File: src/hw/rtl/mse_pkg.sv
`default_nettype none

package mse_pkg;

   // vector store
   localparam int VectorLength = 64;
   localparam int CountWidth   = $clog2(VectorLength + 1);

   // sample and magnitude widths
   localparam int SampleWidth  = 16;
   localparam int MagWidth     = 16;
   localparam int SquareWidth  = 2 * SampleWidth;
   localparam int RemWidth     = MagWidth + 2;
   localparam int RootSteps    = SquareWidth / 2;
   localparam int StepWidth    = $clog2(RootSteps);

   // queue between front and back
   localparam int FifoDepth    = 4;
   localparam int FifoPtrWidth = $clog2(FifoDepth);

   // configuration register indexes
   localparam int  CsrIndexWidth = 1;
   localparam logic [CsrIndexWidth-1:0] CsrAscending = 1'd0;
   localparam logic [CsrIndexWidth-1:0] CsrComplex   = 1'd1;

   typedef struct packed {
      logic signed [SampleWidth-1:0] real_part;
      logic signed [SampleWidth-1:0] imag_part;
      logic                          last_in;
   } req_type;

   typedef struct packed {
      logic [MagWidth-1:0] magnitude;
      logic                last_out;
   } rsp_type;

   // one classified sample on its way to the sorter
   typedef struct packed {
      logic [MagWidth-1:0] magnitude;
      logic                last;
   } mag_item_type;

   // queue status seen by either side
   typedef struct packed {
      logic full;
      logic empty;
   } fifo_status_type;

endpackage

`default_nettype wire

File: src/hw/rtl/mse_front.sv
`default_nettype none

module mse_front (
   input  wire                      clock,
   input  wire                      reset,
   input  wire                      complex_mode,
   input  wire                      req_push,
   input  mse_pkg::req_type         req_data,
   output logic                     req_full,
   input  mse_pkg::fifo_status_type fifo_status,
   output logic                     fifo_push,
   output mse_pkg::mag_item_type    fifo_data
);

   localparam logic [1:0] StIdle   = 2'd0;
   localparam logic [1:0] StSquare = 2'd1;
   localparam logic [1:0] StRoot   = 2'd2;
   localparam logic [1:0] StPush   = 2'd3;

   logic [1:0]                          state_ff, state_in;
   logic signed [mse_pkg::SampleWidth-1:0] re_ff, re_in;
   logic signed [mse_pkg::SampleWidth-1:0] im_ff, im_in;
   logic                                last_ff, last_in;
   logic [mse_pkg::SquareWidth-1:0]     rad_ff, rad_in;
   logic [mse_pkg::RemWidth-1:0]        rem_ff, rem_in;
   logic [mse_pkg::MagWidth-1:0]        root_ff, root_in;
   logic [mse_pkg::StepWidth-1:0]       step_ff, step_in;

   logic                                accept;
   logic [mse_pkg::SampleWidth:0]       re_ext, re_abs;
   logic signed [mse_pkg::SquareWidth-1:0] re_sq, im_sq;
   logic [mse_pkg::RemWidth-1:0]        rem_shift, trial;

   assign req_full = (state_ff != StIdle) || fifo_status.full;
   assign accept   = req_push && !req_full;

   // real mode magnitude, -32768 maps to 32768
   assign re_ext = {req_data.real_part[mse_pkg::SampleWidth-1], req_data.real_part};
   assign re_abs = req_data.real_part[mse_pkg::SampleWidth-1] ? ('0 - re_ext) : re_ext;

   assign re_sq = re_ff * re_ff;
   assign im_sq = im_ff * im_ff;

   // one root bit per step: bring down two radicand bits, try subtract
   assign rem_shift = {rem_ff[mse_pkg::RemWidth-3:0],
                       rad_ff[mse_pkg::SquareWidth-1 -: 2]};
   assign trial     = {root_ff, 2'b01};

   always_comb begin
      state_in  = state_ff;
      re_in     = re_ff;
      im_in     = im_ff;
      last_in   = last_ff;
      rad_in    = rad_ff;
      rem_in    = rem_ff;
      root_in   = root_ff;
      step_in   = step_ff;
      fifo_push = 1'b0;
      fifo_data.magnitude = re_abs[mse_pkg::MagWidth-1:0];
      fifo_data.last      = req_data.last_in;
      unique case (state_ff)
         StIdle: begin
            if (accept) begin
               if (complex_mode) begin
                  re_in    = req_data.real_part;
                  im_in    = req_data.imag_part;
                  last_in  = req_data.last_in;
                  state_in = StSquare;
               end else begin
                  fifo_push = 1'b1;
               end
            end
         end
         StSquare: begin
            rad_in   = mse_pkg::SquareWidth'(unsigned'(re_sq)) +
                       mse_pkg::SquareWidth'(unsigned'(im_sq));
            rem_in   = '0;
            root_in  = '0;
            step_in  = '0;
            state_in = StRoot;
         end
         StRoot: begin
            rad_in = {rad_ff[mse_pkg::SquareWidth-3:0], 2'b00};
            if (rem_shift >= trial) begin
               rem_in  = rem_shift - trial;
               root_in = {root_ff[mse_pkg::MagWidth-2:0], 1'b1};
            end else begin
               rem_in  = rem_shift;
               root_in = {root_ff[mse_pkg::MagWidth-2:0], 1'b0};
            end
            step_in = step_ff + 1'b1;
            if (step_ff == mse_pkg::StepWidth'(mse_pkg::RootSteps - 1)) begin
               state_in = StPush;
            end
         end
         StPush: begin
            fifo_data.magnitude = root_ff;
            fifo_data.last      = last_ff;
            if (!fifo_status.full) begin
               fifo_push = 1'b1;
               state_in  = StIdle;
            end
         end
         default: begin
            state_in = StIdle;
         end
      endcase
   end

   always_ff @(posedge clock) begin
      if (reset) begin
         state_ff <= StIdle;
         step_ff  <= '0;
      end else begin
         state_ff <= state_in;
         step_ff  <= step_in;
      end
   end

   always_ff @(posedge clock) begin
      re_ff   <= re_in;
      im_ff   <= im_in;
      last_ff <= last_in;
      rad_ff  <= rad_in;
      rem_ff  <= rem_in;
      root_ff <= root_in;
   end

endmodule

`default_nettype wire

File: config.mk
export PLATFORM = sky130hd
export DESIGN_NAME = mse_front
export DESIGN_NICKNAME = d
export VERILOG_FILES = /design/src/hw/rtl/mse_pkg.sv /design/src/hw/rtl/mse_front.sv
export SDC_FILE = /design/constraint.sdc
export NUM_CORES = 1
export LEC_CHECK = 0
export BUFFER_PORTS_ARGS = -buffer_cell sky130_fd_sc_hd__buf_4
export CORE_ASPECT_RATIO = 1.5
export CORE_UTILIZATION = 60
export DETAILED_ROUTE_END_ITERATION = 8
export PLACE_DENSITY_LB_ADDON = 0.05
export SLEW_MARGIN = 0
export SYNTH_ARGS = -nofsm -noshare
export SYNTH_HDL_FRONTEND = slang
export SYNTH_SLANG_ARGS = --single-unit
File: constraint.sdc
create_clock -name clock -period 16.3 [get_ports clock]
set_input_delay 0 -clock clock [delete_from_list [all_inputs] [get_ports clock]]
set_output_delay 0 -clock clock [all_outputs]
set_load 0.01 [all_outputs]
* Word level (Yosys, flattened, before mapping) *
Cells that the tools add are included.

storage, ports and cells
  flip-flop bits (word level) = 103
  output and inout port bits = 19
  bits of input ports = 39
  word-level logic and storage cells = 48

operators by class
  add/subtract/negate cells = 4
  order comparisons = 1
  multiplexer cells = 17
  reduce and logical (&&, ||, !) cells = 8
  equality and inequality tests = 8
  multipliers = 2

operator list
  operator                                                               number
  16-bit by 16-bit multiplier with 32-bit output                         2
  16-bit one-hot mux with 2 select lines                                 2
  32-bit one-hot mux with 2 select lines                                 1
  32-bit adder                                                           1
  16-bit 2-to-1 mux                                                      2
  18-bit >= comparator                                                   1
  17-bit 2-to-1 mux                                                      1
  1-bit by 16-bit subtractor with 16-bit output, first input constant    1
  16-bit subtractor                                                      1
  2-bit 2-to-1 mux                                                       4
  2-bit inequality test, second input constant                           4
  2-bit one-hot mux with 4 select lines                                  1
  4-bit one-hot mux with 2 select lines                                  1
  4-bit by 1-bit adder with 4-bit output, second input constant          1
  2-bit equality test, second input constant                             2
  4-bit equality test, second input constant                             1
  1-bit 2-to-1 mux                                                       4
  4-bit AND reduction                                                    1
  2-bit nonzero test                                                     2
  3-bit AND reduction                                                    1
  2-bit by 1-bit equality test with 1-bit output, second input constant  1
  2-bit logical NOT                                                      1
  1-bit one-hot mux with 2 select lines                                  1
  1-bit logical AND                                                      1
  2 further kinds                                                        2

* Logic depth before layout (Yosys ltp) *
  depth in word-level cells = 6
  depth in mapped cells = 26
  gate-level depth less buffers = 24

* Least setup slack after synthesis *
Ideal clock, no wire load.

  path kind = register to register
  start point = register im_ff[15] in the netlist's numbering
  end point = register rad_ff[29] in the netlist's numbering (data pin)
  buffers on the path = 2
  arrival = 7124 ps
  slack = 8915 ps
  stages on the path, launching flop included = 24
  cell sequence = edfxtp_1 > clkbuf_1 > and2_1 > fa_1 > fa_1 > inv_1 > fa_1 > inv_1 > fa_1 > fa_1 > fa_1 > fa_1 > inv_1 > fa_1 > inv_1 > ha_1 > buf_6 > a21o_1 > a21o_1 > a221o_1 > a221oi_2 > a21o_1 > nand2_1 > a311o_1

on the way
  word-level cells in the longest chain between the ends = 3

RTL lines
  what                                            RTL line          text
  start, declared                                 mse_front.sv:22   logic signed [mse_pkg::SampleWidth-1:0] im_ff, im_in;
  start signal, assigned                          mse_front.sv:122  im_ff <= im_in;
  16-bit by 16-bit multiplier with 32-bit output  mse_front.sv:42   assign im_sq = im_ff * im_ff;
  32-bit adder                                    mse_front.sv:75   rad_in = mse_pkg::SquareWidth'(unsigned'(re_sq)) +
  32-bit one-hot mux with 2 select lines          mse_front.sv:61   unique case (state_ff)
  via rad_in, one bit                             mse_front.sv:24   logic [mse_pkg::SquareWidth-1:0] rad_ff, rad_in;
  end signal, assigned                            mse_front.sv:124  rad_ff <= rad_in;
  end, declared                                   mse_front.sv:24

The timed path passes the listed nets, and every way through them passes these cells.
A chain may end at the register's enable or synchronous reset.

* Worst setup path after layout *
  start point = register re_ff[15] in the netlist's numbering
  end point = register rad_ff[29] in the netlist's numbering (data pin)

on the way
  word-level cells in the longest chain between the ends = 3

RTL lines
  what                                            RTL line          text
  start, declared                                 mse_front.sv:21   logic signed [mse_pkg::SampleWidth-1:0] re_ff, re_in;
  start signal, assigned                          mse_front.sv:121  re_ff <= re_in;
  16-bit by 16-bit multiplier with 32-bit output  mse_front.sv:41   assign re_sq = re_ff * re_ff;
  32-bit adder                                    mse_front.sv:75
  32-bit one-hot mux with 2 select lines          mse_front.sv:61
  via rad_in, one bit                             mse_front.sv:24

The timed path passes the listed nets, and every way through them passes these cells.

==> reports/qor.yml <==
status: "completed"
syn-num-nets: 3014
min_path_type: "in2reg"
cts_made_buffers: 9
seq_area_frac_synth: 0.1334
finalWirelength_mm: 51.71
cts_tree: "done"
synth.avg_cell_area_sq_um: 9.962
clockRootBuffer: "clkbuf_16"
synth.area.mux_share: 0.009301
grt_max_degree: 73
wl_per_cell_um: 18.30
crit_top_cell: "fa_1"
routabilityCongestion: 0.8642
r2r-start: "re_ff[15]"
fin_nets: 3063
setup_viol: 0
synth_compound_area_frac: 0.05482
cp_cell_sequence: "clkinv_1, nor2_1, fa_1, fa_1, inv_1, fa_1, inv_1, fa_1, fa_1, fa_1, fa_1, inv_1, fa_1, inv_1, ha_1, a21o_1, a21o_1, a221o_1, a221oi_2, a21o_1, nand2_1, a311o_1"
critPathSlowestCell: "edfxtp_1"
h-tree-depth: 3
die-height_um: 240.4
core_sq_um: 37450
worst_setup_path_end_kind: "flip-flop"
gr-total-overflow: 0
synth-adder-area-share: 0.5531
grt.total_usage: 0.2964
fin_skew_ns: 0.02526
die_area_sq_um: 38690
setup_tns_ns: 0
ys_seq_elements: 103
syn_inst: 2282
fin_hold_ws_ns: 0.0006198
r2r-end: "rad_ff[29]"
cp_max_fo: 18
ios: 58
synth_ff_type: "edfxtp_1"
route.vias.total: 15260
antenna_cells: 0
dp.final_hpwl_mm: 42.87
max_cap_viol_count: 0
post-route-util: 0.6482
antenna_left: 0
die_x_um: 160.9
ys_types: 70
finalMaxSlewViolations: 0
syn2layout_area_growth_pct: 6.758
yosysWarnings: 0
vias_per_cell: 5.402
place_area_sq_um: 23610
remaining_drc_errors: 0
synth_edf_count: 97
grt_pass1_wl_mm: 86.36
drive_gt1_frac: 0.04709
arrival_ns: 8.38
grt_setup_unrepaired: "no"
synthesis.area_sq_um: 22730
fmax_ghz: 0.1210
clock_path_buffers: 2
design_area_sq_um: 24270
cts_resized: 0
synth_xor_area_frac: 0.02702
synth_top_family_by_area: "adder cells"
yosys.area_share.simple: 0.1039
clock-sinks: 103
initial_core_util: 0.6071
fin_crit_ns: 8.263
worst_pin_slew_ns: 1.150
r2r_setup_slack_ns: 8.04
drt_iter0_markers: 774
rows: 87
synthArstFlopShare: 0
clk_latency_ns: 0.39
holdPathEnd: "state_ff[0]"
worst-path-buf-inv: 5
fillers: 3136
drt_pre_antenna_iters: 5
max_slew_margin: 0.2334
hold_viol: 0
critPathKind: "reg2reg"
slowest_delay_ns: 0.72
cp.required_ns: 16.42
finalCritPeriodShare: 0.5069
hold_depth: 3
cp_top_family: "adder cells"
cts.clk_slew.worst_paths_ns: 0.07
portBuffers: 56
hp-start: "fifo_status[1]"
grt_pass1_vias: 17270
worst_setup_path_start_kind: "flip-flop"
antenna_found_initial: 0
worst_r2r_path_depth: 22
[synth_stat cells (5+ instances only)]
| cell | number | share of area |
|---|---|---|
| inv_1 | 650 | 0.11 |
| mux2_2 | 9 | 0.0045 |
| dfxtp_1 | 6 | 0.0053 |
| nor2b_1 | 20 | 0.0055 |
| or3_1 | 5 | 0.0014 |
| o21ai_0 | 45 | 0.0099 |
| o2111ai_1 | 5 | 0.0019 |
| nor2_1 | 111 | 0.018 |
| fa_1 | 520 | 0.46 |
| a21o_1 | 19 | 0.0063 |
| nand2b_1 | 12 | 0.0033 |
| nor3_1 | 15 | 0.0033 |
| o31ai_1 | 11 | 0.0036 |
| xnor2_1 | 45 | 0.017 |
| clkbuf_1 | 50 | 0.0083 |
| xor2_1 | 20 | 0.0077 |
| nand2_1 | 199 | 0.033 |
| edfxtp_1 | 97 | 0.13 |
| o21a_1 | 7 | 0.0023 |
| a21oi_1 | 35 | 0.0077 |
| o211ai_1 | 5 | 0.0017 |
| a211oi_1 | 10 | 0.0033 |
| buf_1 | 8 | 0.0013 |
| nand4_1 | 5 | 0.0014 |
| ha_1 | 173 | 0.095 |
| mux2i_1 | 11 | 0.0048 |
| nand3_1 | 20 | 0.0044 |
| and2_1 | 91 | 0.025 |
[metal layers]
metal / global-route usage / part of all wire
met1: 0.3248 / 0.35
met2: 0.5658 / 0.57
met3: 0.02243 / 0.027
met4: 0.1572 / 0.058
met5: 0 / 0
[worst register-to-register path: cells and delay by family (launching register included)]
family                     cells  cell delay [ns]
and+or+nand+nor                2             0.38
DFF                            1             0.72
adders and majority gates      9             4.44
AOI/OAI and AO/OA              6             1.66
buffers and inverters          5             0.84
[cells by family after synthesis]
logic type                 count (synthesis)
and+or+nand+nor                          504
DFF                                      103
xor gates and xnor gates                  67
other                                      1
buffers and inverters                    713
AOI/OAI and AO/OA                        181
adders and majority gates                693
muxes                                     20
[layout by cell type (no fill, tap or decap), types with 12 or more instances in the layout]
cell	synthesis	routed
edfxtp_1	97	97
a21oi_1	35	35
o21ai_0	45	45
nand2_1	199	199
nor2b_1	20	20
nand2b_1	12	12
xnor2_1	45	45
and2_1	91	91
buf_4	1	66
ha_1	173	171
inv_1	650	649
a21o_1	19	19
nand3_1	20	20
xor2_1	20	20
dlygate4sd3_1	0	34
nor3_1	15	15
nor2_1	111	111
fa_1	520	520
[cell type report]
| class | instances | area (sq um) | area share |
|---|---|---|---|
| inverters | 651 | 2444 | 0.1007 |
| clock inverters | 7 | 95.09 | 0.003918 |
| clock buffers | 9 | 225.2 | 0.009279 |
| well taps | 489 | 611.8 | 0.02521 |
| multi-input cells | 1466 | 17030 | 0.7015 |
| repair buffers | 100 | 835.8 | 0.03444 |
| flip-flops and latches | 103 | 3033 | 0.1250 |
[per-stage QoR]
| stage | std cells | setup slack [ns] |
|---|---|---|
| 2_1_floorplan | 2282 | 8.915 |
| 3_3_place_gp | 2775 | 8.143 |
| 3_5_place_dp | 2775 | 8.083 |
| 4_1_cts | 2825 | 8.040 |
| 5_1_grt | 2825 | 7.706 |
| 6_report | 2825 | 8.037 |
[state kept, by name (all words and copies together), names as in the netlist]
| register | flops |
|---|---|
| rad_ff | 32 |
| im_ff | 16 |
| re_ff | 16 |
| rem_ff | 16 |
| root_ff | 16 |
| step_ff | 4 |
| state_ff | 2 |
| last_ff | 1 |
[timing repair]
item / CTS / global route
hold endpoints to repair: 39 / 0
setup buffers: 0 / 0
hold buffers: 34 / 0
[how the worst max path moves through the flow]
stage | startpoint | to | slack (ns) | cells past startpoint
final | re_ff[15] | rad_ff[29] | 8.04 | 22
after global routing | re_ff[15] | rad_ff[29] | 7.71 | 22
after CTS | re_ff[15] | rad_ff[29] | 8.04 | 22
after detailed placement | re_ff[15] | rad_ff[29] | 8.08 | 22
after global placement | re_ff[15] | rad_ff[29] | 8.14 | 22
after floorplan | im_ff[15] | rad_ff[29] | 8.92 | 23
Power is not shown: default switching activity piles up to over one toggle a cycle in this logic, so the estimate is an artifact.
