**src/hw/rtl/mse_pkg.sv**
```systemverilog
`default_nettype none

package mse_pkg;

   // vector store
   localparam int VectorLength = 64;
   localparam int CountWidth   = $clog2(VectorLength + 1);

   // sample and magnitude widths
   localparam int SampleWidth  = 16;
   localparam int MagWidth     = 16;
   localparam int SquareWidth  = 2 * SampleWidth;
   localparam int RemWidth     = MagWidth + 2;
   localparam int RootSteps    = SquareWidth / 2;
   localparam int StepWidth    = $clog2(RootSteps);

   // queue between front and back
   localparam int FifoDepth    = 4;
   localparam int FifoPtrWidth = $clog2(FifoDepth);

   // configuration register indexes
   localparam int  CsrIndexWidth = 1;
   localparam logic [CsrIndexWidth-1:0] CsrAscending = 1'd0;
   localparam logic [CsrIndexWidth-1:0] CsrComplex   = 1'd1;

   typedef struct packed {
      logic signed [SampleWidth-1:0] real_part;
      logic signed [SampleWidth-1:0] imag_part;
      logic                          last_in;
   } req_type;

   typedef struct packed {
      logic [MagWidth-1:0] magnitude;
      logic                last_out;
   } rsp_type;

   // one classified sample on its way to the sorter
   typedef struct packed {
      logic [MagWidth-1:0] magnitude;
      logic                last;
   } mag_item_type;

   // queue status seen by either side
   typedef struct packed {
      logic full;
      logic empty;
   } fifo_status_type;

endpackage

`default_nettype wire

```
**src/hw/rtl/mse_fifo.sv**
```systemverilog
`default_nettype none

module mse_fifo (
   input  wire                    clock,
   input  wire                    reset,
   input  wire                    push,
   input  mse_pkg::mag_item_type  push_data,
   input  wire                    pop,
   output mse_pkg::mag_item_type  pop_data,
   output mse_pkg::fifo_status_type status
);

   mse_pkg::mag_item_type             mem_ff [mse_pkg::FifoDepth];
   logic [mse_pkg::FifoPtrWidth-1:0]  wr_ptr_ff, wr_ptr_in;
   logic [mse_pkg::FifoPtrWidth-1:0]  rd_ptr_ff, rd_ptr_in;
   logic [mse_pkg::FifoPtrWidth:0]    count_ff, count_in;
   logic                              do_push, do_pop;

   assign status.full  = (count_ff == (mse_pkg::FifoPtrWidth+1)'(mse_pkg::FifoDepth));
   assign status.empty = (count_ff == '0);
   assign do_push      = push && !status.full;
   assign do_pop       = pop && !status.empty;
   assign pop_data     = mem_ff[rd_ptr_ff];

   // pointer and occupancy update
   always_comb begin
      wr_ptr_in = do_push ? wr_ptr_ff + 1'b1 : wr_ptr_ff;
      rd_ptr_in = do_pop ? rd_ptr_ff + 1'b1 : rd_ptr_ff;
      count_in  = count_ff;
      if (do_push && !do_pop) begin
         count_in = count_ff + 1'b1;
      end else if (do_pop && !do_push) begin
         count_in = count_ff - 1'b1;
      end
   end

   always_ff @(posedge clock) begin
      if (reset) begin
         wr_ptr_ff <= '0;
         rd_ptr_ff <= '0;
         count_ff  <= '0;
      end else begin
         wr_ptr_ff <= wr_ptr_in;
         rd_ptr_ff <= rd_ptr_in;
         count_ff  <= count_in;
      end
   end

   // storage, no reset
   always_ff @(posedge clock) begin
      if (do_push) begin
         mem_ff[wr_ptr_ff] <= push_data;
      end
   end

endmodule

`default_nettype wire

```
**config.mk**
```make
export PLATFORM = sky130hd
export DESIGN_NAME = mse_fifo
export DESIGN_NICKNAME = d
export VERILOG_FILES = /design/src/hw/rtl/mse_pkg.sv /design/src/hw/rtl/mse_fifo.sv
export SDC_FILE = /design/constraint.sdc
export NUM_CORES = 1
export LEC_CHECK = 0
export BUFFER_PORTS_ARGS = -buffer_cell sky130_fd_sc_hd__clkbuf_2
export CAP_MARGIN = 10
export CORE_ASPECT_RATIO = 1.4
export CORE_UTILIZATION = 43
export CTS_CLUSTER_DIAMETER = 50
export DETAILED_ROUTE_END_ITERATION = 10
export PLACE_DENSITY = 0.75
export SKIP_CTS_REPAIR_TIMING = 1
export SYNTH_ARGS = -nofsm -noshare
export SYNTH_HDL_FRONTEND = slang
export SYNTH_SLANG_ARGS = --single-unit
```
**constraint.sdc**
```tcl
create_clock -name clock -period 3.85 [get_ports clock]
set_input_delay 0.5775 -clock clock [delete_from_list [all_inputs] [get_ports clock]]
set_output_delay 0.5775 -clock clock [all_outputs]
set_load 0.05 [all_outputs]
```
Word-level counts from Yosys, hierarchy flattened
Memories as Yosys holds them, arrays and structs flattened. A register that Yosys moved wholly into a read port is not among the register bits.
Index checks and enable logic that the tools add are counted.
- register bits after elaboration: 7
- memory bits (writable): 68
- bits of input ports: 21
- output and inout bits: 19
- logic and storage cells: 25
- memories: 1
- memory list (memory ; depth ; width ; rd ports ; clocked after Yosys merged registers in ; write ports ; RTL line ; text):
    mem_ff ; 4 ; 17 ; 1 ; 1 ; 1 ; mse_fifo.sv:13 ; mse_pkg::mag_item_type mem_ff [mse_pkg::FifoDepth];
- add/sub/neg operators: 4
- equality and inequality tests: 1
- multiplexer cells: 6
- reduce and logical (&&, ||, !) cells: 10
- operators with widths (kind ; number):
    3-bit 2-to-1 mux ; 2
    2-bit by 1-bit adder with 2-bit output (second input constant) ; 2
    1-bit logical AND ; 4
    1-bit zero test ; 4
    2-bit 2-to-1 mux ; 2
    3-bit by 1-bit adder with 3-bit output (second input constant) ; 1
    3-bit equality test (second input constant) ; 1
    3-bit zero test ; 1
    3-bit by 1-bit subtractor with 3-bit output (second input constant) ; 1
    1-bit 2-to-1 mux ; 2
    2-bit nonzero test ; 1

Depth between registers and ports, before layout
Gate-level depths: netlist of run 1.
- depth in word-level cells: 7
- depth in mapped cells: 8
- depth with buffers taken out: 8

Worst setup path before layout of run 1
Ideal clock, no wire load.
- path type: register -> register
- start: register count_ff[2] in the netlist's numbering
- end: register count_ff[2] in the netlist's numbering
- setup time: 0.070 ns
- arrival: 2.253 ns
- data required time: 3.780 ns
- path slack: 1.527 ns
- cell stages (with the launch flop): 9
- buffers on the path: 0
- period minus slack after synthesis: 2.323 ns
- path through: dfxtp_1 > nor3b_2 > nor2_2 > ha_1 > inv_1 > fa_1 > xor2_1 > or3_1 > a21oi_1
- RTL lines (item ; RTL line ; text):
    start, declared ; mse_fifo.sv:16 ; logic [mse_pkg::FifoPtrWidth:0] count_ff, count_in;
    start signal, assigned ; mse_fifo.sv:45 ; count_ff <= count_in;

==> impl_metrics.py, run 1 <==
metrics = {
    "global_route": {
        "antenna_found_initial": 0,
        "grt_pass1_vias": 1476,
        "grt_pass1_wl_um": 7620,
        "gr-usage-all-layers": 0.149,
        "gr-total-overflow": 0,
        "grt_max_degree": 18,
    },
    "floorplan": {
        "start_util": 0.444,
        "core_region_area_um2": 6610,
        "die_h_um": 99.8,
        "io_pins": 40,
        "num_rows": 35,
        "die_area_um2": 7170,
        "die_w_um": 71.8,
    },
    "logic_synthesis": {
        "synth_seq_cells": 77,
        "syn_area_per_cell_um2": 21.4,
        "ys_seq_area_frac": 0.757,
        "synth.distinct_cells": 23,
        "synthCells": 137,
        "mappedNetlistArea_um2": 2940,
        "ys_warn_count": 0,
        "synth_nets": 164,
    },
    "setup_path": {
        "crit_buf_inv": 2,
        "worst_setup_path_end_kind": "primary output",
        "start_kind": "flop",
        "arrival_ns": 1.99,
        "reg2reg_to": "count_ff[2]",
        "crit_family": "buffers and inverters",
        "worstPathCellList": "buf_4, mux4_2, clkbuf_2",
        "worstReg2RegStart": "count_ff[0]",
        "critical_path.max_fanout": 13,
        "worstSetupPathDepth": 3,
        "worst-r2r-cell-count": 8,
        "cp.required_ns": 3.27,
        "worstSetupPathType": "reg -> out",
        "cp_slowest_cell": "mux4_2",
        "cp_slowest_stage_delay_ns": 0.56,
        "r2r_slack_ns": 1.67,
    },
    "timing": {
        "fmax_mhz": 389,
        "tns_ns": 0,
        "final_hold_viol_count": 0,
        "finalWorstPathRequiredPeriod_ns": 2.57,
        "relSlewSlack": 0.411,
        "setup_viol": 0,
        "tightest_slew_ns": 0.884,
        "final_max_slew_viol_count": 0,
        "skew_ns": 0.00463,
        "rsz0062_at_grt": "no",
        "worst_slack_ns": 1.28,
        "post-route-period-util": 0.668,
    },
    "final_layout": {
        "final_cells": 280,
        "layout.nets": 210,
        "diodes": 0,
        "n_fill_cell": 556,
        "drive_gt1_frac": 0.394,
        "area_growth_syn_to_layout_pct": 14.9,
    },
    "cts": {
        "clockBufferDepth": 2,
        "h-tree-depth": 3,
        "clk_latency_ns": 0.34,
        "cts.sinks": 77,
        "root_buffer": "clkbuf_8",
        "cts_tree": "built",
        "cts_made_buffers": 9,
        "cts.reportedPaths.clkPinSlew_ns": 0.08,
    },
    "hold_path": {
        "hold_depth": 1,
        "hp-class": "in -> reg",
        "min_from": "push_data[5]",
        "min_to": "mem_ff[3][5]",
    },
    "flow_run": {
        "maxCapViolations": 0,
    },
    "drt": {
        "drc": 0,
        "dr.pass1.iters": 4,
        "routed_via_density": 4.81,
        "ant_nets": 0,
        "wl_per_cell_um": 16.3,
        "num_vias": 1348,
        "wirelength_um": 4560,
        "drtIter0Drc": 59,
    },
    "power": {
        "ir_drop_mv": 0.412,
        "power_density_nw_per_um2": 703,
        "leakage_nw": 1.17,
    },
    "place": {
        "dp_cells": 264,
        "place.gp.congestion": 0.675,
        "portBuffers": 39,
        "place_hpwl_um": 2930,
        "place_worst_setup_slack_ns": 1.54,
    },
    "outcome": {
        "status": "completed",
    },
}
## where the power goes
group | leakage [nW] | switching [mW] | total [mW] | internal [mW]
Sequential | 0.697 | 0.0663 | 1.08 | 1.01
Combinational | 0.392 | 0.527 | 0.784 | 0.257
Clock | 0.0805 | 0.285 | 0.514 | 0.229
Total | 1.17 | 0.878 | 2.37 | 1.50
## routing by layer
layer  track usage  vias up  part of all wire
met5             0        -                 0
met4        0.0905        0             0.025
met3        0.0341        9             0.044
met2         0.243       37              0.51
met1         0.181      665              0.42
li1              -      637                 -
## area by class of cell
class,count,area (µm²),share of cell area
Tap cell,92,115,0.0341
Inverter,4,15.0,0.00445
Multi-Input combinational cell,51,654,0.194
Timing Repair Buffer,40,203,0.0601
Clock buffer,9,124,0.0367
Sequential cell,77,2220,0.659
Clock inverter,7,41.3,0.0122
## stage by stage
stage / hold slack, ns / utilization / area [µm²] / power (mW)
after floorplan: 0.482 / - / 2940 / 1.75
after CTS: 0.442 / 0.510 / 3370 / 2.41
after detailed placement: 0.510 / 0.485 / 3210 / 1.89
final: 0.456 / 0.510 / 3370 / 2.37
after global routing: 0.447 / 0.510 / 3370 / 2.50
after global placement: 0.513 / 0.485 / 3210 / 1.89
## cells in the final DEF (no fill, tap or decap)
master,instances
nor2_1,5
clkinv_2,2
clkinvlp_4,2
dfxtp_1,9
nand2b_1,2
o311ai_1,1
buf_4,1
clkinv_1,2
edfxtp_1,68
and2_1,4
nor3b_2,1
mux2i_1,2
ha_1,5
nor2_2,1
or3_1,2
clkbuf_8,9
inv_6,1
o21ai_0,2
mux4_2,17
a21oi_1,2
nor3_1,1
xor2_1,4
inv_1,4
o31ai_2,1
fa_1,1
clkbuf_2,39
## cell usage after synthesis
cell type / number / area [µm²]
buf_2: 2 / 10.0
edfxtp_1: 68 / 2040
nand2b_1: 2 / 12.5
nor2_1: 5 / 18.8
a21oi_1: 2 / 10.0
mux2i_1: 2 / 20.0
or3_1: 2 / 12.5
o31ai_2: 1 / 12.5
and2_1: 4 / 25.0
nor3_1: 1 / 5.00
nor2_2: 1 / 6.26
nor3b_2: 1 / 12.5
buf_6: 1 / 11.3
o21ai_0: 2 / 10.0
dfxtp_1: 9 / 180
mux4_2: 17 / 383
ha_1: 5 / 62.6
fa_1: 1 / 20.0
o311ai_1: 1 / 8.76
buf_12: 1 / 20.0
clkbuf_1: 1 / 3.75
xor2_1: 4 / 35.0
inv_1: 4 / 15.0
## worst max-delay path by stage
stage	end	start	slack, ns
floorplan	count_ff[2]	count_ff[2]	1.53
global placement	pop_data[2]	flop	1.59
CTS	pop_data[2]	flop	1.21
finish	pop_data[0]	flop	1.28
global route	pop_data[1]	flop	1.14
detailed placement	count_ff[2]	push	1.54
## logic make-up (layout without fill, tap and decap cells)
group | count (synthesis) | after routing | synth area share
DFF | 77 | 77 | 0.757
muxes | 19 | 19 | 0.137
and+or+nand+nor | 16 | 16 | 0.0315
buffers and inverters | 9 | 60 | 0.0204
adders and majority gates | 6 | 6 | 0.0281
AOI/OAI and AO/OA | 6 | 6 | 0.0141
xor gates and xnor gates | 4 | 4 | 0.0119
## registers in the layout, summed over array words and instances, names as in the netlist, named ones only
| name | flops |
|---|---|
| count_ff | 3 |
| mem_ff | 68 |
| rd_ptr_ff | 2 |
| wr_ptr_ff | 2 |
No activity file was read; power rests on OpenSTA's default activity.
==> inputs of run 2 (changes only) <==
--- a/config.mk
+++ b/config.mk
@@ -5,13 +5,14 @@
 export SDC_FILE = /design/constraint.sdc
 export NUM_CORES = 1
 export LEC_CHECK = 0
+export ABC_AREA = 1
 export BUFFER_PORTS_ARGS = -buffer_cell sky130_fd_sc_hd__clkbuf_2
 export CAP_MARGIN = 10
 export CORE_ASPECT_RATIO = 1.4
 export CORE_UTILIZATION = 43
 export CTS_CLUSTER_DIAMETER = 50
 export DETAILED_ROUTE_END_ITERATION = 10
-export PLACE_DENSITY = 0.75
+export PLACE_DENSITY = 0.77
 export SKIP_CTS_REPAIR_TIMING = 1
 export SYNTH_ARGS = -nofsm -noshare
 export SYNTH_HDL_FRONTEND = slang
==> constraint.sdc (replaced) <==
create_clock -name clock -period 2.3 [get_ports clock]
set_input_delay 0.345 -clock clock [delete_from_list [all_inputs] [get_ports clock]]
set_output_delay 0.345 -clock clock [all_outputs]
set_load 0.05 [all_outputs]
==> impl_metrics.py, run 2 <==
metrics = {
    "logic_synthesis": {
        "synthSimpleGateAreaFrac": 0.0889,
        "async_flop_share": 0,
        "syn_area_per_cell_um2": 13.2,
        "muxShareOfSynthArea": 0,
        "synth_nets": 261,
        "synthCells": 234,
        "synth.distinct_cells": 22,
        "post_synth_most_frequent_cells": "68 x edfxtp_1, 47 x nor2_1, 17 x o22ai_1, 15 x inv_1, 13 x o21ai_0",
        "yosys.area.top_type": "edfxtp_1",
        "synth_seq_cells": 77,
        "synth_fa_ha_area_frac": 0.0268,
        "synth_flop_cell": "edfxtp_1",
        "synth_top_area_frac": 0.663,
        "synth_edf_count": 68,
        "synth_top_family_by_area": "compound AO/OA/AOI/OAI gates",
        "synth_xor_area_frac": 0.00284,
        "ys_warn_count": 0,
        "mappedNetlistArea_um2": 3080,
        "netlist_top_cells_area": "edfxtp_1 66%, dfxtp_1 5.8%, nor2_1 5.7%",
        "synth.most_common_cell": "edfxtp_1",
        "ys_seq_area_frac": 0.721,
        "synth_compound_area_frac": 0.108,
    },
    "setup_path": {
        "worst-r2r-cell-count": 13,
        "r2r_slack_ns": 0.51,
        "start_kind": "flop",
        "reg2reg_to": "count_ff[2]",
        "cp.required_ns": 1.96,
        "worstSetupPathType": "reg -> out",
        "worst_setup_path_end_kind": "primary output",
        "critical_path.max_fanout": 17,
        "arrival_ns": 1.82,
        "worstReg2RegStart": "count_ff[0]",
    },
    "global_route": {
        "grt_max_degree": 35,
        "antenna_found_initial": 0,
        "gr-total-overflow": 0,
        "grt_pass1_vias": 1814,
        "grt_pass1_wl_um": 8350,
        "gr-usage-all-layers": 0.156,
    },
    "timing": {
        "whs_ns": 0.221,
        "final_hold_viol_count": 0,
        "rsz0062_at_grt": "no",
        "skew_ns": 0.00749,
        "finalWorstPathRequiredPeriod_ns": 2.17,
        "setup_viol": 0,
        "fmax_mhz": 461,
        "tightest_slew_ns": 0.419,
        "relSlewSlack": 0.720,
        "post-route-period-util": 0.943,
        "tns_ns": 0,
        "final_max_slew_viol_count": 0,
    },
    "floorplan": {
        "core_region_area_um2": 6940,
        "die_w_um": 73.5,
        "io_pins": 40,
        "die_h_um": 102,
        "num_rows": 36,
        "die_area_um2": 7510,
        "start_util": 0.444,
    },
    "drt": {
        "ant_nets": 0,
        "wl_per_cell_um": 13.6,
        "routed_via_density": 4.88,
        "wirelength_um": 5200,
        "drtIter0Drc": 86,
        "dr.pass1.iters": 4,
        "num_vias": 1865,
        "drc": 0,
    },
    "hold_path": {
        "min_from": "push_data[9]",
        "hold_depth": 1,
        "hp-class": "in -> reg",
        "min_to": "mem_ff[0][9]",
    },
    "cts": {
        "clk_latency_ns": 0.34,
        "cts_made_buffers": 9,
        "cts_tree": "built",
        "clockBufferDepth": 2,
        "cts.sinks": 77,
        "cts.reportedPaths.clkPinSlew_ns": 0.07,
        "root_buffer": "clkbuf_8",
        "h-tree-depth": 3,
    },
    "final_layout": {
        "diodes": 0,
        "fin_util": 0.511,
        "regMostFlops": "mem_ff",
        "final_cells": 382,
        "drive_gt1_frac": 0.268,
        "largest_reg_flops": 68,
        "final_cell_mix": "68 x edfxtp_1, 47 x nor2_1, 39 x clkbuf_2",
        "top_regs": "mem_ff (68), count_ff (3)",
        "area_growth_syn_to_layout_pct": 14.9,
        "layout.nets": 309,
        "final_common_cell": "edfxtp_1",
    },
    "power": {
        "ir_drop_mv": 0.767,
        "power_density_nw_per_um2": 1200,
        "leakage_nw": 1.34,
    },
    "place": {
        "place.gp.congestion": 0.812,
        "portBuffers": 39,
        "place_hpwl_um": 3390,
        "dp_cells": 366,
    },
    "outcome": {
        "status": "completed",
    },
    "flow_run": {
        "maxCapViolations": 0,
    },
}
-- run 2: cell count changes in the layout (fill, tap and decap cells not counted), sizes merged, moves of 6 or more --
cell / delta
buf: +6
inv: +13
mux4: -17
nand2: +15
nor2: +42
o21ai: +33
o22ai: +17
-- run 2: per-stage QoR --
step / instance area, µm² / setup WS [ns] / total power [mW]
after global placement: 3360 / 0.558 / 3.33
after global routing: 3540 / 0.111 / 4.45
after detailed placement: 3360 / 0.511 / 3.36
after floorplan: 3080 / 0.505 / 3.04
after CTS: 3540 / 0.138 / 4.27
final: 3540 / 0.131 / 4.24
-- run 2: cell type report --
type	instances	area, µm²
inverters	18	72.6
clock buffers	10	128
well taps	95	119
fillers	602	3390
flip-flops and latches	77	2220
repair buffers	46	248
clock inverters	6	53.8
multi-input cells	130	699
-- run 2: power breakdown --
group	switching, mW	internal [mW]
clock network	0.432	0.490
logic	1.16	0.371
registers	0.0795	1.71
total	1.67	2.57
-- run 2: per-layer routing --
layer  GRT usage  vias up  wire, µm  share of wire
met5           0        -         0              0
met4       0.102        0       151          0.029
met1       0.161      870      2030           0.39
met3      0.0641       12       338          0.065
li1            -      924         -              -
met2       0.258       59      2680           0.51
-- run 2: worst max-delay path: stages (launching register included) --
cell and delay, ns:
dfxtp_1 0.39, inv_2 0.36, o21ai_0 0.17, o22ai_1 0.24
clkbuf_2 0.33
-- run 2: how the worst max path moves through the flow --
stage	to	slack, ns
after floorplan	pop_data[0]	0.51
after global placement	pop_data[11]	0.56
after detailed placement	count_ff[1]	0.51
after CTS	pop_data[11]	0.14
after global routing	pop_data[16]	0.11
final	pop_data[11]	0.13
-- run 2: cell families (layout without fill, tap and decap cells) --
logic type,after synthesis,after routing
flip-flops,77,77
AND/OR/NAND/NOR,68,68
AO/OA/AOI/OAI,55,55
buffers and inverters,27,80
adder cells (fa/ha/maj),6,6
XOR/XNOR,1,1
==> inputs of run 3 (changes only) <==
--- a/config.mk
+++ b/config.mk
@@ -6,7 +6,7 @@
 export NUM_CORES = 1
 export LEC_CHECK = 0
 export ABC_AREA = 1
-export BUFFER_PORTS_ARGS = -buffer_cell sky130_fd_sc_hd__clkbuf_2
+export BUFFER_PORTS_ARGS = -buffer_cell sky130_fd_sc_hd__buf_2
 export CAP_MARGIN = 10
 export CORE_ASPECT_RATIO = 1.4
 export CORE_UTILIZATION = 43
==> impl_metrics.py, run 3 (synthesis results as in run 2) <==
metrics = {
    "timing": {
        "worst_slack_ns": 0.181,
        "setup_viol": 0,
        "post-route-period-util": 0.921,
        "fmax_mhz": 472,
        "rsz0062_at_grt": "no",
        "relSlewSlack": 0.579,
        "final_max_slew_viol_count": 0,
        "finalWorstPathRequiredPeriod_ns": 2.12,
        "tightest_slew_ns": 0.629,
        "skew_ns": 0.00774,
        "tns_ns": 0,
        "final_hold_viol_count": 0,
    },
    "global_route": {
        "antenna_found_initial": 0,
        "gr-total-overflow": 0,
        "grt_pass1_vias": 1948,
        "grt_max_degree": 35,
        "grt_pass1_wl_um": 9070,
        "gr-usage-all-layers": 0.169,
    },
    "power": {
        "ir_drop_mv": 0.636,
        "leakage_nw": 1.34,
        "power_density_nw_per_um2": 1170,
    },
    "setup_path": {
        "worstSetupPathType": "reg -> out",
        "critical_path.max_fanout": 17,
        "worst_setup_path_end_kind": "primary output",
        "worst-r2r-cell-count": 12,
        "cp.required_ns": 1.96,
        "r2r_slack_ns": 0.45,
        "reg2reg_to": "count_ff[2]",
        "worstReg2RegStart": "count_ff[1]",
        "endpoint": "pop_data[6]",
        "start_kind": "flop",
        "arrival_ns": 1.77,
    },
    "floorplan": {
        "num_rows": 36,
        "die_area_um2": 7510,
        "start_util": 0.444,
        "io_pins": 40,
        "die_h_um": 102,
        "core_region_area_um2": 6940,
        "die_w_um": 73.5,
    },
    "flow_run": {
        "maxCapViolations": 0,
    },
    "place": {
        "place.gp.congestion": 0.763,
        "dpl_cell_area_um2": 3400,
        "portBuffers": 39,
        "place_hpwl_um": 3920,
        "place_worst_setup_slack_ns": 0.396,
    },
    "cts": {
        "root_buffer": "clkbuf_8",
        "clk_latency_ns": 0.35,
        "h-tree-depth": 3,
        "cts.reportedPaths.clkPinSlew_ns": 0.07,
        "cts.sinks": 77,
        "cts_made_buffers": 9,
        "cts_tree": "built",
        "clockBufferDepth": 2,
    },
    "final_layout": {
        "final_common_cell": "edfxtp_1",
        "final_cell_mix": "68 x edfxtp_1, 47 x nor2_1, 39 x buf_2",
        "regMostFlops": "mem_ff",
        "final_area_um2": 3560,
        "final-seq-area_um2": 2220,
        "n_fill_cell": 618,
        "area_growth_syn_to_layout_pct": 15.5,
        "top_regs": "mem_ff (68), count_ff (3)",
        "layout.nets": 314,
        "drive_gt1_frac": 0.277,
        "diodes": 0,
        "largest_reg_flops": 68,
        "multiInputGateArea_um2": 699,
    },
    "hold_path": {
        "hp-class": "in -> reg",
    },
    "drt": {
        "wl_per_cell_um": 14.3,
        "num_vias": 1913,
        "drtIter0Drc": 130,
        "dr.pass1.iters": 4,
        "routed_via_density": 4.94,
        "ant_nets": 0,
        "wirelength_um": 5550,
        "drc": 0,
    },
    "outcome": {
        "status": "completed",
    },
}
## run 3: changes by cell type in the layout (fill, tap and decap cells not counted), sizes merged
cell      previous run  this run
buf                  7        51
clkbuf              49        11
clkinv               5         3
clkinvlp             0         2
bufinv               1         0
## run 3: area by class of cell
class / count / area share
clock buffers: 11 / 0.0369
well taps: 95 / 0.0334
clock inverters: 5 / 0.00774
repair buffers: 51 / 0.0802
multi-input cells: 130 / 0.197
flip-flops and latches: 77 / 0.625
inverters: 18 / 0.0204
## run 3: metrics by stage
step           cells  hold slack, ns   util  power [mW]
2_1_floorplan    234           0.414      -        3.04
3_3_place_gp     371           0.488  0.490        3.34
3_5_place_dp     371           0.501  0.490        3.38
4_1_cts          387           0.204  0.513        4.20
5_1_grt          387           0.204  0.513        4.39
6_report         387           0.213  0.513        4.17
## run 3: routing by layer
layer	vias to the layer above	GRT usage	part of all wire	wire (µm)
met1	913	0.182	0.41	2270
met5	-	0	0	0
met3	14	0.0493	0.049	270
li1	937	-	-	-
met4	0	0.117	0.028	158
met2	49	0.284	0.51	2850
## run 3: power by group
group | total, mW | internal, mW | switching (mW)
Sequential | 1.81 | 1.71 | 0.0997
Combinational | 1.54 | 0.392 | 1.15
Clock | 0.827 | 0.382 | 0.445
## run 3: worst min path at each step
stage                  start            end  cells past startpoint
2_1_floorplan          reset           flop                      1
6_report        push_data[1]   mem_ff[3][1]                      1
3_5_place_dp    rd_ptr_ff[0]   rd_ptr_ff[0]                      2
4_1_cts        push_data[16]  mem_ff[3][16]                      1
3_3_place_gp    rd_ptr_ff[0]   rd_ptr_ff[0]                      2
5_1_grt        push_data[16]  mem_ff[0][16]                      1
## run 3: critical path: stages (launching register included)
cell     delay (ns)
dfxtp_1        0.56
buf_4          0.29
o21ai_0        0.11
o22ai_1        0.18
buf_2          0.29
